`src/display_fill_rect_byte_sequencer_assert.svh`:
```
// Assertion macros used by the rectangle-fill sequencer engine.
`ifndef DISPLAY_FILL_RECT_BYTE_SEQUENCER_ASSERT_SVH
`define DISPLAY_FILL_RECT_BYTE_SEQUENCER_ASSERT_SVH

// Property that must hold at every clock edge out of reset.
`define DFRS_ASSERT_ALWAYS(label, clk, rst_n, prop, msg) \
    label: assert property (@(posedge clk) disable iff (!(rst_n)) (prop)) \
        else $error(msg);

// Consequent must hold in the cycle after the antecedent.
`define DFRS_ASSERT_NEXT(label, clk, rst_n, ante, cons, msg) \
    label: assert property (@(posedge clk) disable iff (!(rst_n)) (ante) |=> (cons)) \
        else $error(msg);

`endif

```
`src/dfrs_pkg.sv`:
```
// Shared types and constants for the rectangle-fill byte sequencer.
package dfrs_pkg;

    typedef logic [7:0]  t_coord;
    typedef logic [7:0]  t_byte;
    typedef logic [3:0]  t_chan;
    typedef logic [3:0]  t_step;
    typedef logic [1:0]  t_phase;
    typedef logic [15:0] t_pairs;
    typedef logic [11:0] t_colour;

    // Request opcodes
    localparam logic OP_START = 1'b0;
    localparam logic OP_SLOT  = 1'b1;

    // Display command bytes and filler
    localparam t_byte CMD_COL_SET   = 8'h2A;
    localparam t_byte CMD_ROW_SET   = 8'h2B;
    localparam t_byte CMD_MEM_WRITE = 8'h2C;
    localparam t_byte BYTE_ZERO     = 8'h00;

    // Header step codes; unlisted steps send a zero data byte
    localparam t_step STEP_COL_CMD   = 4'd0;
    localparam t_step STEP_COL_FIRST = 4'd2;
    localparam t_step STEP_COL_FINAL = 4'd4;
    localparam t_step STEP_ROW_CMD   = 4'd5;
    localparam t_step STEP_ROW_FIRST = 4'd7;
    localparam t_step STEP_ROW_FINAL = 4'd9;
    localparam t_step STEP_MEM_CMD   = 4'd10;
    localparam t_step STEP_PIXEL     = 4'd11;

    // Triplet phases: {R,G}, {B,R}, {G,B}
    localparam t_phase PHASE_RG = 2'd0;
    localparam t_phase PHASE_BR = 2'd1;
    localparam t_phase PHASE_GB = 2'd2;

    // One input request
    typedef struct packed {
        logic   opcode;
        t_coord col_start;
        t_coord row_start;
        t_coord width_span;
        t_coord height_span;
        t_chan  red;
        t_chan  green;
        t_chan  blue;
    } t_req;

endpackage

```
`src/display_fill_rect_byte_sequencer.sv`:
```
// Top level of the rectangle-fill display byte sequencer.
// A slot request passes the input register and then the output register before its byte is on the output.
// Throughput: one request per cycle when the output is not stalled; start requests and idle slots give no byte.
// The input register and the output register decouple the two sides under stall.
// Reset (synchronous, active low) clears both stages and leaves the sequencer idle.
module display_fill_rect_byte_sequencer (
    input  logic            i_clk,
    input  logic            i_rst_n,
    input  logic            i_in_valid,
    output logic            o_in_stall,
    input  logic            i_opcode,
    input  dfrs_pkg::t_coord i_col_start,
    input  dfrs_pkg::t_coord i_row_start,
    input  dfrs_pkg::t_coord i_width_span,
    input  dfrs_pkg::t_coord i_height_span,
    input  dfrs_pkg::t_chan  i_red,
    input  dfrs_pkg::t_chan  i_green,
    input  dfrs_pkg::t_chan  i_blue,
    output logic            o_out_valid,
    input  logic            i_out_stall,
    output dfrs_pkg::t_byte  o_out_byte,
    output logic            o_is_data,
    output logic            o_final_byte
);
    import dfrs_pkg::*;

    t_req in_req;
    t_req stage_req;
    logic stage_valid;
    logic stage_take;

    // Gather the request fields
    always_comb begin
        in_req.opcode      = i_opcode;
        in_req.col_start   = i_col_start;
        in_req.row_start   = i_row_start;
        in_req.width_span  = i_width_span;
        in_req.height_span = i_height_span;
        in_req.red         = i_red;
        in_req.green       = i_green;
        in_req.blue        = i_blue;
    end

    dfrs_in_stage u_in_stage (
        .i_clk   (i_clk),
        .i_rst_n (i_rst_n),
        .i_valid (i_in_valid),
        .o_stall (o_in_stall),
        .i_req   (in_req),
        .i_take  (stage_take),
        .o_valid (stage_valid),
        .o_req   (stage_req)
    );

    dfrs_engine u_engine (
        .i_clk        (i_clk),
        .i_rst_n      (i_rst_n),
        .i_req_valid  (stage_valid),
        .i_req        (stage_req),
        .o_take       (stage_take),
        .o_out_valid  (o_out_valid),
        .i_out_stall  (i_out_stall),
        .o_out_byte   (o_out_byte),
        .o_is_data    (o_is_data),
        .o_final_byte (o_final_byte)
    );

endmodule

```
`src/dfrs_in_stage.sv`:
```
// Input register stage: holds one request until the engine takes it.
module dfrs_in_stage (
    input  logic          i_clk,
    input  logic          i_rst_n,
    input  logic          i_valid,
    output logic          o_stall,
    input  dfrs_pkg::t_req i_req,
    input  logic          i_take,
    output logic          o_valid,
    output dfrs_pkg::t_req o_req
);
    import dfrs_pkg::*;

    logic r_valid;
    t_req r_req;

    // Full and not drained this cycle: hold off the sender
    assign o_stall = r_valid && !i_take;

    // Occupancy flag
    always_ff @(posedge i_clk) begin
        if (!i_rst_n) begin
            r_valid <= 1'b0;
        end else if (!o_stall) begin
            r_valid <= i_valid;
        end
    end

    // Payload, loaded on accept
    always_ff @(posedge i_clk) begin
        if (i_valid && !o_stall) begin
            r_req <= i_req;
        end
    end

    assign o_valid = r_valid;
    assign o_req   = r_req;

endmodule

```
`src/dfrs_engine.sv`:
```
// Sequencer state, byte generation and output register.
module dfrs_engine (
    input  logic           i_clk,
    input  logic           i_rst_n,
    input  logic           i_req_valid,
    input  dfrs_pkg::t_req i_req,
    output logic           o_take,
    output logic           o_out_valid,
    input  logic           i_out_stall,
    output dfrs_pkg::t_byte o_out_byte,
    output logic           o_is_data,
    output logic           o_final_byte
);
    import dfrs_pkg::*;
    `include "display_fill_rect_byte_sequencer_assert.svh"

    logic    r_busy, n_busy;
    t_step   r_header_step, n_header_step;
    t_pairs  r_pairs_left, n_pairs_left;
    t_phase  r_triplet_phase, n_triplet_phase;
    t_coord  r_col_first, n_col_first;
    t_coord  r_col_final, n_col_final;
    t_coord  r_row_first, n_row_first;
    t_coord  r_row_final, n_row_final;
    t_colour r_fill_colour, n_fill_colour;

    logic    r_out_valid;
    t_byte   r_out_byte;
    logic    r_out_data;
    logic    r_out_final;

    logic    out_free;
    logic    res_valid;
    t_byte   res_byte;
    logic    res_data;
    logic    res_final;
    logic [8:0]  w_ext, h_ext;
    logic [17:0] area;
    t_coord  col_one, row_one;
    t_chan   fc_r, fc_g, fc_b;

    // Output slot free, so the pending request can be consumed
    assign out_free = !r_out_valid || !i_out_stall;
    assign o_take   = i_req_valid && out_free;

    // Start-request arithmetic: offsets, wrapped ends, triplet count
    assign w_ext   = {1'b0, i_req.width_span} + 9'd1;
    assign h_ext   = {1'b0, i_req.height_span} + 9'd1;
    assign area    = w_ext * h_ext;
    assign col_one = i_req.col_start + 8'd1;
    assign row_one = i_req.row_start + 8'd1;

    assign fc_r = r_fill_colour[11:8];
    assign fc_g = r_fill_colour[7:4];
    assign fc_b = r_fill_colour[3:0];

    // Next state and result for the request being consumed
    always_comb begin
        n_busy          = r_busy;
        n_header_step   = r_header_step;
        n_pairs_left    = r_pairs_left;
        n_triplet_phase = r_triplet_phase;
        n_col_first     = r_col_first;
        n_col_final     = r_col_final;
        n_row_first     = r_row_first;
        n_row_final     = r_row_final;
        n_fill_colour   = r_fill_colour;
        res_valid       = 1'b0;
        res_byte        = BYTE_ZERO;
        res_data        = 1'b1;
        res_final       = 1'b0;
        if (o_take) begin
            if (i_req.opcode == OP_START) begin
                n_col_first     = col_one;
                n_col_final     = col_one + i_req.width_span;
                n_row_first     = row_one;
                n_row_final     = row_one + i_req.height_span;
                n_fill_colour   = {i_req.red, i_req.green, i_req.blue};
                n_pairs_left    = area[16:1];
                n_header_step   = STEP_COL_CMD;
                n_triplet_phase = PHASE_RG;
                n_busy          = 1'b1;
            end else if (r_busy) begin
                if (r_header_step < STEP_PIXEL) begin
                    // Address window and memory-write header
                    res_valid = 1'b1;
                    case (r_header_step)
                        STEP_COL_CMD: begin
                            res_byte = CMD_COL_SET;
                            res_data = 1'b0;
                        end
                        STEP_COL_FIRST: res_byte = r_col_first;
                        STEP_COL_FINAL: res_byte = r_col_final;
                        STEP_ROW_CMD: begin
                            res_byte = CMD_ROW_SET;
                            res_data = 1'b0;
                        end
                        STEP_ROW_FIRST: res_byte = r_row_first;
                        STEP_ROW_FINAL: res_byte = r_row_final;
                        STEP_MEM_CMD: begin
                            res_byte = CMD_MEM_WRITE;
                            res_data = 1'b0;
                        end
                        default: res_byte = BYTE_ZERO;
                    endcase
                    n_header_step = r_header_step + 4'd1;
                    if (r_header_step == STEP_MEM_CMD && r_pairs_left == '0) begin
                        res_final = 1'b1;
                        n_busy    = 1'b0;
                    end
                end else if (r_pairs_left == '0) begin
                    n_busy = 1'b0;
                end else begin
                    // Pixel triplets, two pixels per three bytes
                    res_valid = 1'b1;
                    case (r_triplet_phase)
                        PHASE_RG: begin
                            res_byte        = {fc_r, fc_g};
                            n_triplet_phase = PHASE_BR;
                        end
                        PHASE_BR: begin
                            res_byte        = {fc_b, fc_r};
                            n_triplet_phase = PHASE_GB;
                        end
                        default: begin
                            res_byte        = {fc_g, fc_b};
                            n_triplet_phase = PHASE_RG;
                            n_pairs_left    = r_pairs_left - 16'd1;
                            if (r_pairs_left == 16'd1) begin
                                res_final = 1'b1;
                                n_busy    = 1'b0;
                            end
                        end
                    endcase
                end
            end
        end
    end

    // Control state
    always_ff @(posedge i_clk) begin
        if (!i_rst_n) begin
            r_busy          <= 1'b0;
            r_header_step   <= STEP_COL_CMD;
            r_pairs_left    <= '0;
            r_triplet_phase <= PHASE_RG;
        end else begin
            r_busy          <= n_busy;
            r_header_step   <= n_header_step;
            r_pairs_left    <= n_pairs_left;
            r_triplet_phase <= n_triplet_phase;
        end
    end

    // Rectangle and colour, written only by a start request
    always_ff @(posedge i_clk) begin
        r_col_first   <= n_col_first;
        r_col_final   <= n_col_final;
        r_row_first   <= n_row_first;
        r_row_final   <= n_row_final;
        r_fill_colour <= n_fill_colour;
    end

    // Output register valid flag
    always_ff @(posedge i_clk) begin
        if (!i_rst_n) begin
            r_out_valid <= 1'b0;
        end else if (out_free) begin
            r_out_valid <= o_take && res_valid;
        end
    end

    // Output payload
    always_ff @(posedge i_clk) begin
        if (o_take && res_valid) begin
            r_out_byte  <= res_byte;
            r_out_data  <= res_data;
            r_out_final <= res_final;
        end
    end

    assign o_out_valid  = r_out_valid;
    assign o_out_byte   = r_out_byte;
    assign o_is_data    = r_out_data;
    assign o_final_byte = r_out_final;

    // Checks
    `DFRS_ASSERT_ALWAYS(a_step_range, i_clk, i_rst_n, r_header_step <= STEP_PIXEL, "header step past pixel body")
    `DFRS_ASSERT_ALWAYS(a_phase_range, i_clk, i_rst_n, r_triplet_phase <= PHASE_GB, "bad triplet phase")
    `DFRS_ASSERT_ALWAYS(a_pixel_pairs, i_clk, i_rst_n, !(r_busy && r_header_step == STEP_PIXEL && r_pairs_left == '0), "busy in pixel body with no triplets left")
    `DFRS_ASSERT_NEXT(a_final_idle, i_clk, i_rst_n, o_take && res_valid && res_final, !r_busy && r_out_valid && r_out_final, "final byte did not end the run")

endmodule

```
`config.mk`:
```
export PLATFORM = sky130hd
export DESIGN_NAME = display_fill_rect_byte_sequencer
export DESIGN_NICKNAME = d
export VERILOG_FILES = /design/src/dfrs_pkg.sv /design/src/display_fill_rect_byte_sequencer.sv /design/src/dfrs_in_stage.sv /design/src/dfrs_engine.sv
export VERILOG_INCLUDE_DIRS = /design/src /design/src/src
export SDC_FILE = /design/constraint.sdc
export NUM_CORES = 1
export LEC_CHECK = 0
export BUFFER_PORTS_ARGS = -buffer_cell sky130_fd_sc_hd__buf_2
export CAP_MARGIN = 20
export CORE_AREA = 2 2 154 156
export DETAILED_ROUTE_END_ITERATION = 6
export DIE_AREA = 0 0 156 158
export GPL_TIMING_DRIVEN = 1
export RECOVER_POWER = 25
export SLEW_MARGIN = 20
export SYNTH_ARGS = -nofsm -noshare
export SYNTH_HDL_FRONTEND = slang
export SYNTH_SLANG_ARGS = --single-unit
```
`constraint.sdc`:
```
create_clock -name i_clk -period 7.1 [get_ports i_clk]
set_input_delay 0.355 -clock i_clk [delete_from_list [all_inputs] [get_ports i_clk]]
set_output_delay 0.355 -clock i_clk [all_outputs]
set_load 0.01 [all_outputs]
```
## Word-level counts from Yosys, hierarchy flattened

Cells that the tools add are included.

| word-level totals | value |
|---|---|
| register bits after elaboration | 124 |
| input port bits | 49 |
| output and inout port bits | 12 |
| word-level logic and storage cells | 102 |

| cells by class | value |
|---|---|
| add/sub/neg operators | 8 |
| multipliers | 1 |
| $lt $le $gt $ge | 1 |
| equal/unequal tests | 13 |
| multiplexer cells | 35 |
| bitwise gates (word level) | 1 |
| reduce and logical (&&, ||, !) cells | 21 |

Operator list:

| operator | number |
|---|---|
| 16-bit two-way mux | 5 |
| 8-bit case mux with 7 select lines | 1 |
| 8-bit by 1-bit adder with 9-bit output (second input constant) | 2 |
| 1-bit two-way mux | 18 |
| 9-bit by 9-bit multiplier with 17-bit output | 1 |
| 8-bit by 1-bit adder with 8-bit output (second input constant) | 2 |
| 8-bit adder | 2 |
| 16-bit by 1-bit == test with 1-bit output (second input constant) | 1 |
| 16-bit zero test | 1 |
| 8-bit two-way mux | 2 |
| 8-bit case mux with 2 select lines | 1 |
| 16-bit by 1-bit subtractor with 16-bit output (second input constant) | 1 |
| 4-bit by 3-bit == test with 1-bit output (second input constant) | 3 |
| 4-bit two-way mux | 3 |
| 4-bit == test (second input constant) | 2 |
| 2-bit two-way mux | 4 |
| 4-bit AND reduction | 2 |
| 2-bit != test (second input constant) | 3 |
| 3-bit AND reduction | 2 |
| 1-bit logical AND | 5 |
| 5-bit AND reduction | 1 |
| 4-bit by 1-bit adder with 4-bit output (second input constant) | 1 |
| 4-bit by 2-bit == test with 1-bit output (second input constant) | 1 |
| 1-bit zero test | 4 |
| other kinds (11) | 12 |

## Depth between registers and ports, before layout

Gate-level depths: netlist of the first run.

| depth | value |
|---|---|
| depth in word-level cells | 7 |
| depth in mapped cells | 21 |
| mapped depth without buffers | 20 |

## Cells and area by module

A second synthesis of the first run with hierarchy kept.

| unflattened totals | value |
|---|---|
| cells, all modules | 844 |
| area, all modules | 8612.0 um^2 |

Modules (own cells, without submodules):

| module | times used | cells each | area each (um^2) | sequential area each (um^2) |
|---|---|---|---|---|
| dfrs_engine | 1 | 795 | 7213.2 | 2102.0 |
| dfrs_in_stage | 1 | 49 | 1398.8 | 1371.3 |

## Least setup slack after synthesis of the first run

OpenSTA, ideal clock, no wires.

| timing path | value |
|---|---|
| path kind | register -> register |
| start point | register u_in_stage.r_req, in the netlist u_in_stage.o_req[21] |
| end point | register u_engine.r_pairs_left[13] |
| setup time | 124 ps |
| arrival time | 4885 ps |
| required time | 6976 ps |
| setup slack | 2091 ps |
| stages on the path, launching flop included | 20 |
| buffers on the path | 0 |
| clock period less this slack | 5009 ps |
| cells stage by stage | edfxtp_1 > ha_1 > and3_1 > and3_1 > xor2_1 > nand2_1 > fa_1 > inv_1 > fa_1 > fa_1 > inv_1 > fa_1 > inv_1 > ha_1 > o211a_1 > o31ai_1 > a311o_1 > o21ai_0 > xnor2_1 > o22ai_1 |

| on the way | value |
|---|---|
| word-level cells in the longest chain between the ends | 3 |

RTL lines:

| item | line | source |
|---|---|---|
| start, declared | dfrs_in_stage.sv:15 | `t_req r_req;` |
| start signal, assigned | dfrs_in_stage.sv:32 | `r_req <= i_req;` |
| 8-bit by 1-bit adder with 9-bit output | dfrs_engine.sv:47 | `assign w_ext = {1'b0, i_req.width_span} + 9'd1;` |
| 9-bit by 9-bit multiplier with 17-bit output | dfrs_engine.sv:49 | `assign area = w_ext * h_ext;` |
| 16-bit two-way mux | dfrs_engine.sv:73 | `if (i_req.opcode == OP_START) begin` |
| end signal, assigned | dfrs_engine.sv:150 | `r_pairs_left <= n_pairs_left;` |
| end, declared | dfrs_engine.sv:19 | `t_pairs r_pairs_left, n_pairs_left;` |

No other way between the ends.
A chain may end at the register's enable or synchronous reset.

## Worst setup path in the final report of the first run

| timing path | value |
|---|---|
| start point | register u_in_stage.r_req, in the netlist u_in_stage.o_req[20] |
| end point | register u_engine.r_pairs_left[13] |

Same word-level chain as after synthesis.

==> flow_summary.json, run 1 <==
{
  "outcome": "finished clean",
  "fmax_mhz": 178,
  "cp_data_arrival_time_ns": 5.91,
  "hold_path.class": "in -> reg",
  "grt_pass1_wl_um": 30900,
  "numPortBuffers": 60,
  "drive_gt1_share_pct": 12.5,
  "drc": 0,
  "initial_core_util_pct": 37.2,
  "cts_sinks": 124,
  "drtAntennaViolNets": 0,
  "whs_path_depth": 1,
  "max_stage_delay_ns": 0.64,
  "crit_chain": "ha_1, and3_1, xnor2_1, nor2_1, fa_1, fa_1, fa_1, inv_1, fa_1, inv_1, ha_1, o211a_1, o31ai_1, a311o_1, o21ai_0, xnor2_1, o22ai_1",
  "core_area_mm2": 0.0231,
  "synth_nets": 1003,
  "maxCapViolCount": 0,
  "synth-edff-count": 99,
  "r2r_setup_slack_ns": 1.48,
  "vdd_drop_max_mv": 0.201,
  "synth_top_area_share_pct": 34.6,
  "crit_slowest_cell": "xnor2_1",
  "fp.dieW_um": 156,
  "final_nets": 1062,
  "routed_wl_um": 18700,
  "slew_violations": 0,
  "cts_hold_buf": 0,
  "drt_iter0_drc": 358,
  "fin_crit_ns": 5.62,
  "power_density_mw_per_mm2": 301,
  "cts_tree": "built",
  "grt_setup_unrepaired": "false",
  "comb_power_share_pct": 43.9,
  "clockBufferDepth": 2,
  "cp_data_required_time_ns": 7.39,
  "dpl.hpwl_um": 14400,
  "synth.distinct_cells": 61,
  "min_to": "u_in_stage.o_req[23]$_DFFE_PP_",
  "grt_max_degree": 48,
  "tightest_slew_ns": 1.03,
  "cts_inserted_buffers": 17,
  "clkPwrFrac_pct": 25.9,
  "clkLatencyLatePin_ns": 0.42,
  "path_class": "reg -> reg",
  "ios": 61,
  "post-route-period-util_pct": 79.2,
  "synth_seq_cells": 124,
  "root_buffer": "clkbuf_16",
  "syn-cell-area_mm2": 0.00858,
  "syn_to_final_growth_pct": 12.9,
  "reg2regPathDepth": 17,
  "async_flop_share_pct": 0,
  "critPathCaptureType": "flip-flop",
  "synth_warnings": 0,
  "rows": 56,
  "synthTopCellsByArea": "edfxtp_1, fa_1, ha_1",
  "power.internal_w": 0.00182,
  "seq_power_share_pct": 30.2,
  "die_h_um": 158,
  "grtUsageTotal_pct": 16.1,
  "yosysTopAreaCell": "edfxtp_1",
  "synth_ff_type": "edfxtp_1",
  "antenna_found_initial": 0,
  "clkSlewWorstSetupHoldPaths_ns": 0.06,
  "dieArea_mm2": 0.0246,
  "start_kind": "flip-flop",
  "r2r_start": "u_in_stage.o_req[20]$_DFFE_PP_",
  "final_util_pct": 42.0,
  "seq_area_frac_synth_pct": 40.5,
  "gp_congestion": 0.853,
  "min_from": "i_width_span[3]",
  "synthCells": 843,
  "skew_ns": 0.0111,
  "r2r_end": "u_engine.r_pairs_left[13]$_SDFFE_PN0P_",
  "grt_pass1_vias": 6032,
  "drt_first_pass_iters": 4,
  "routedWlPerCell_um": 15.6,
  "fillCellCount": 2194,
  "p_sw_share_pct": 37.7,
  "cellLeakagePower_nw": 3.97,
  "cts.htree.levels": 4,
  "cts_resized": 0,
  "power.switching_w": 0.00110,
  "worst_path_most_repeated_cell": "fa_1",
  "worstPathMaxFanout": 11,
  "post_cts_buffers": 0,
  "vias": 6116,
  "slew_headroom_pct": 31.3,
  "setup_viol": 0,
  "gr-total-overflow": 0,
  "post_drt_via_cell_ratio": 5.08,
  "tns_ns": 0,
  "avgSynthCellArea_um2": 10.2,
  "antennaDiodeCount": 0,
  "finalHoldViolCount": 0
}
## stage by stage
stage | hold WS [ns] | total power [W] | cell area (µm²) | std cells | setup slack [ns]
final | 0.108 | 0.00292 | 9690 | 1205 | 1.48
after CTS | 0.0909 | 0.00294 | 9690 | 1205 | 1.50
after floorplan | 0.400 | 0.00190 | 8580 | 843 | 2.09
after detailed placement | 0.408 | 0.00217 | 9180 | 1173 | 1.50
after global placement | 0.406 | 0.00217 | 9180 | 1173 | 1.57
after global routing | 0.0846 | 0.00319 | 9690 | 1205 | 1.16
## cell families (layout without fill, tap and decap cells)
family	after synthesis	in the layout	synth area share (%)
DFF	124	124	40.5
AOI/OAI and AO/OA	165	165	12.3
muxes	10	10	1.18
buffers and inverters	111	183	5.04
and+or+nand+nor	271	271	15.2
adders and majority gates	111	111	20.6
xor gates and xnor gates	51	51	5.20
## power groups by stage
stage | Combinational (W) | Sequential, W | Clock (W)
detailed placement | 0.00128 | 0.000895 | 0
global placement | 0.00127 | 0.000895 | 0
finish | 0.00128 | 0.000881 | 0.000758
floorplan | 0.00102 | 0.000882 | 0
global route | 0.00149 | 0.000886 | 0.000812
CTS | 0.00129 | 0.000881 | 0.000771
## critical path: cells and delay by family (launching register included)
family	cells	cell delay [ns]
and+or+nand+nor	2	0.40
DFF	1	0.55
AOI/OAI and AO/OA	5	0.90
xor gates and xnor gates	2	0.78
buffers and inverters	2	0.09
adders and majority gates	6	2.77
## synth_stat cells, drive strengths merged (3+ instances only)
library cell	count
nor3	13
nor2	91
and3	11
xnor2	34
edfxtp	99
nor2b	7
inv	87
mux2i	9
clkbuf	21
a21o	7
a22oi	11
o21a	8
nor4	5
o22ai	12
fa	51
nand2	65
o31ai	4
a31oi	10
a211oi	7
nand4	5
o21ai	36
or4	4
dfxtp	25
and4	4
o21bai	3
xor2	17
a21oi	45
and2	3
ha	60
or3	7
o2111ai	3
or2	16
o221ai	3
nand3	22
buf	3
nand2b	14
## placed cells by master (no fill, tap or decap), drive strengths merged, types with 3 or more instances in the layout
cell type / netlist / routed
a211oi: 7 / 7
a21o: 7 / 7
a21oi: 45 / 45
a22oi: 11 / 11
a31oi: 10 / 10
and2: 3 / 3
and3: 11 / 11
and4: 4 / 4
buf: 3 / 64
clkbuf: 21 / 22
clkinv: 0 / 8
dfxtp: 25 / 25
edfxtp: 99 / 99
fa: 51 / 51
ha: 60 / 60
inv: 87 / 87
mux2i: 9 / 9
nand2: 65 / 65
nand2b: 14 / 14
nand3: 22 / 22
nand4: 5 / 5
nor2: 91 / 91
nor2b: 7 / 7
nor3: 13 / 13
nor4: 5 / 5
o2111ai: 3 / 3
o21a: 8 / 8
o21ai: 36 / 36
o21bai: 3 / 3
o221ai: 3 / 3
o22ai: 12 / 12
o31ai: 4 / 4
or2: 16 / 16
or3: 7 / 7
or4: 4 / 4
xnor2: 34 / 34
xor2: 17 / 17
## sequential cells by signal (all words and copies together), names as in the netlist
signal,flops
u_engine.r_row_final,8
u_engine.o_final_byte,1
u_in_stage.o_valid,1
u_engine.o_is_data,1
u_engine.r_fill_colour,12
u_engine.r_pairs_left,16
u_engine.r_row_first,8
u_engine.o_out_byte,8
u_in_stage.o_req,45
u_engine.r_triplet_phase,2
u_engine.r_header_step,4
u_engine.r_col_final,8
u_engine.r_busy,1
u_engine.o_out_valid,1
u_engine.r_col_first,8
## worst max path at each step
stage,slack [ns],start,cells past startpoint,to
3_3_place_gp,1.57,u_in_stage.o_req[20]$_DFFE_PP_,18,u_engine.r_pairs_left[13]$_SDFFE_PN0P_
4_1_cts,1.50,u_in_stage.o_req[20]$_DFFE_PP_,17,u_engine.r_pairs_left[13]$_SDFFE_PN0P_
5_1_grt,1.16,u_in_stage.o_req[20]$_DFFE_PP_,19,u_engine.r_pairs_left[13]$_SDFFE_PN0P_
3_5_place_dp,1.50,u_in_stage.o_req[20]$_DFFE_PP_,18,u_engine.r_pairs_left[13]$_SDFFE_PN0P_
2_1_floorplan,2.09,u_in_stage.o_req[21]$_DFFE_PP_,19,u_engine.r_pairs_left[13]$_SDFFE_PN0P_
6_report,1.48,u_in_stage.o_req[20]$_DFFE_PP_,17,u_engine.r_pairs_left[13]$_SDFFE_PN0P_
## per-layer routing
metal  vias up  GRT usage [%]  share of wire, %
li1       3077              -                 -
met3        22           3.28               3.6
met2       121           25.0                45
met1      2896           22.6                49
met4         0           5.16               1.8
met5         -              0                 0
## cell type report
cell class	instances	area (µm²)	share of cell area, %
Clock inverter	10	70.1	0.723
Inverter	87	327	3.37
Multi-Input combinational cell	608	4680	48.3
Timing Repair Buffer	64	330	3.41
Sequential cell	124	3470	35.8
Clock buffer	22	444	4.58
Tap cell	290	363	3.74
Power figures use the tool's default switching activity.
==> inputs of run 2 (changes only) <==
- clock period: 7.1 -> 4.9 ns (I/O delays scaled with it)
==> run 2 against run 1 <==
Compared with the run above: flip-flop and latch count is the same; non-clock buffer count grew 109; total power is 81% higher; fmax increased by 15%; worst setup slack worse by 1.5 ns; first-iteration DRC count increased by 39%; routed wire length rose by 10%; via count grew 8.4%; die area unchanged; register-to-register slack lost 1.5 ns; highest routed layer unchanged.
==> flow_summary.json, run 2 (same netlist as run 1, synthesis figures left out) <==
{
  "outcome": "finished clean",
  "worstPathMaxFanout": 4,
  "drt_first_pass_iters": 7,
  "routedWlPerCell_um": 15.8,
  "tightest_slew_ns": 0.731,
  "drt_iter0_drc": 498,
  "grt_setup_unrepaired": "true",
  "cts.htree.levels": 4,
  "dpl.hpwl_um": 15200,
  "finalHoldViolCount": 0,
  "min_from": "i_width_span[2]",
  "start_kind": "flip-flop",
  "fin_crit_ns": 4.89,
  "hold_path.class": "in -> reg",
  "power_density_mw_per_mm2": 479,
  "grt_max_degree": 46,
  "die_h_um": 158,
  "grtUsageTotal_pct": 17.2,
  "drtAntennaViolNets": 0,
  "crit_chain": "ha_2, and3_4, and3_4, xor2_4, nand2_2, fa_1, inv_1, fa_1, fa_1, inv_2, fa_1, inv_2, ha_4, o211a_1, o31ai_4, buf_4, a21oi_2, o22ai_2, or2_4, a31oi_1",
  "syn_to_final_growth_pct": 29.0,
  "clkPwrFrac_pct": 23.0,
  "layout_common_cells": "edfxtp_1, nor2_1, inv_1, buf_4, nand2_1",
  "maxCapViolCount": 0,
  "final_common_cell": "edfxtp_1",
  "fmax_mhz": 205,
  "grt_pass1_vias": 6523,
  "post-route-period-util_pct": 99.7,
  "setup_viol": 0,
  "core_area_mm2": 0.0231,
  "initial_core_util_pct": 37.2,
  "largest_reg_flops": 45,
  "cp-startpoint": "u_in_stage.o_req[20]$_DFFE_PP_",
  "clkSlewWorstSetupHoldPaths_ns": 0.05,
  "drc": 0,
  "numPortBuffers": 60,
  "clockBufferDepth": 2,
  "cts_tree": "built",
  "fillCellCount": 2094,
  "critPathCaptureType": "flip-flop",
  "ios": 61,
  "cp_data_required_time_ns": 5.24,
  "drive_gt1_share_pct": 22.9,
  "fp.dieW_um": 156,
  "power.switching_w": 0.00196,
  "final_nets": 1171,
  "root_buffer": "clkbuf_16",
  "grt_pass1_wl_um": 32800,
  "path_class": "reg -> reg",
  "cellLeakagePower_nw": 4.56,
  "antennaDiodeCount": 0,
  "clkLatencyLatePin_ns": 0.42,
  "gr-total-overflow": 0,
  "slew_violations": 0,
  "dp_slack_ns": -0.103,
  "comb_power_share_pct": 53.1,
  "p_sw_share_pct": 36.9,
  "routed_wl_um": 20700,
  "skew_ns": 0.0152,
  "max_stage_delay_ns": 0.54,
  "tns_ns": 0,
  "crit_slowest_cell": "fa_1",
  "vias": 6628,
  "r2r_start": "u_in_stage.o_req[20]$_DFFE_PP_",
  "gp_congestion": 0.855,
  "post_drt_via_cell_ratio": 5.05,
  "vdd_drop_max_mv": 0.327,
  "cp_data_arrival_time_ns": 5.23,
  "slew_headroom_pct": 51.2,
  "fin_ws_ns": 0.0136,
  "power.internal_w": 0.00335,
  "cts_inserted_buffers": 17,
  "seq_power_share_pct": 23.9,
  "cts_sinks": 124,
  "antenna_found_initial": 0,
  "rows": 56,
  "dieArea_mm2": 0.0246,
  "worst_path_most_repeated_cell": "fa_1"
}
## run 2: cell types whose count changed in the layout (fill, tap and decap cells not counted), sizes merged
cell,previous run,this run
buf,64,129
dlygate4sd3,0,43
bufinv,0,3
clkinv,8,7
clkinvlp,2,1
inv,87,86
## run 2: what timing repair did
item,4_1_cts,5_1_grt
hold endpoints to repair,42,1
gates cloned,0,0
endpoints found under the setup margin,7,10
resized for setup,9,53
hold buffers,42,1
pin swaps,13,26
setup buffers,3,4
## run 2: critical path, delay by kind of cell (launching register included)
kind                     cells  cell delay [ns]
buffers and inverters        4             0.29
AO/OA/AOI/OAI                5             0.66
AND/OR/NAND/NOR              4             0.76
flip-flops                   1             0.38
XOR/XNOR                     1             0.22
adder cells (fa/ha/maj)      6             2.50
## run 2: through the flow
stage                     util [%]  hold WS (ns)  instances  cell area (µm²)  power (W)
after floorplan                  -         0.344        843             8720    0.00283
after global placement        42.3         0.402       1232             9740    0.00360
after detailed placement      42.3         0.405       1232             9740    0.00360
after CTS                     46.7       0.00593       1308            10800    0.00490
after global routing          48.0       0.00322       1313            11100    0.00573
final                         48.0        0.0180       1313            11100    0.00530
## run 2: final cells by class
cell class	count	area [µm²]	area share, %
Multi-Input combinational cell	608	5070	45.8
Sequential cell	124	3470	31.4
Timing Repair Buffer	173	1270	11.5
Clock buffer	21	440	3.98
Tap cell	290	363	3.28
Inverter	87	327	2.95
Clock inverter	10	124	1.12
## run 2: path summary, 6_finish.rpt
| check | slack, ns | cells after the start | endpoint |
|---|---|---|---|
| max | 0.01 | 20 | u_engine.r_pairs_left[15]$_SDFFE_PN0P_ |
| min | 0.02 | 1 | u_in_stage.o_req[22]$_DFFE_PP_ |
| max reg2reg | 0.01 | 20 | u_engine.r_pairs_left[15]$_SDFFE_PN0P_ |
| min reg2reg | 0.42 | 0 | u_engine.r_fill_colour[6]$_DFFE_PP_ |
## run 2: power by group through the flow
stage                     clock [W]  combinational [W]  sequential (W)
after floorplan                   0            0.00155         0.00128
after global placement            0            0.00231         0.00128
after detailed placement          0            0.00232         0.00129
after CTS                   0.00124            0.00239         0.00126
after global routing        0.00129            0.00317         0.00127
final                       0.00122            0.00282         0.00127
## run 2: metal layers
layer,routed length (µm),global-route usage [%]
met1,9500,22.5
met2,10100,29.1
met3,794,3.31
met4,292,5.11
met5,0,0
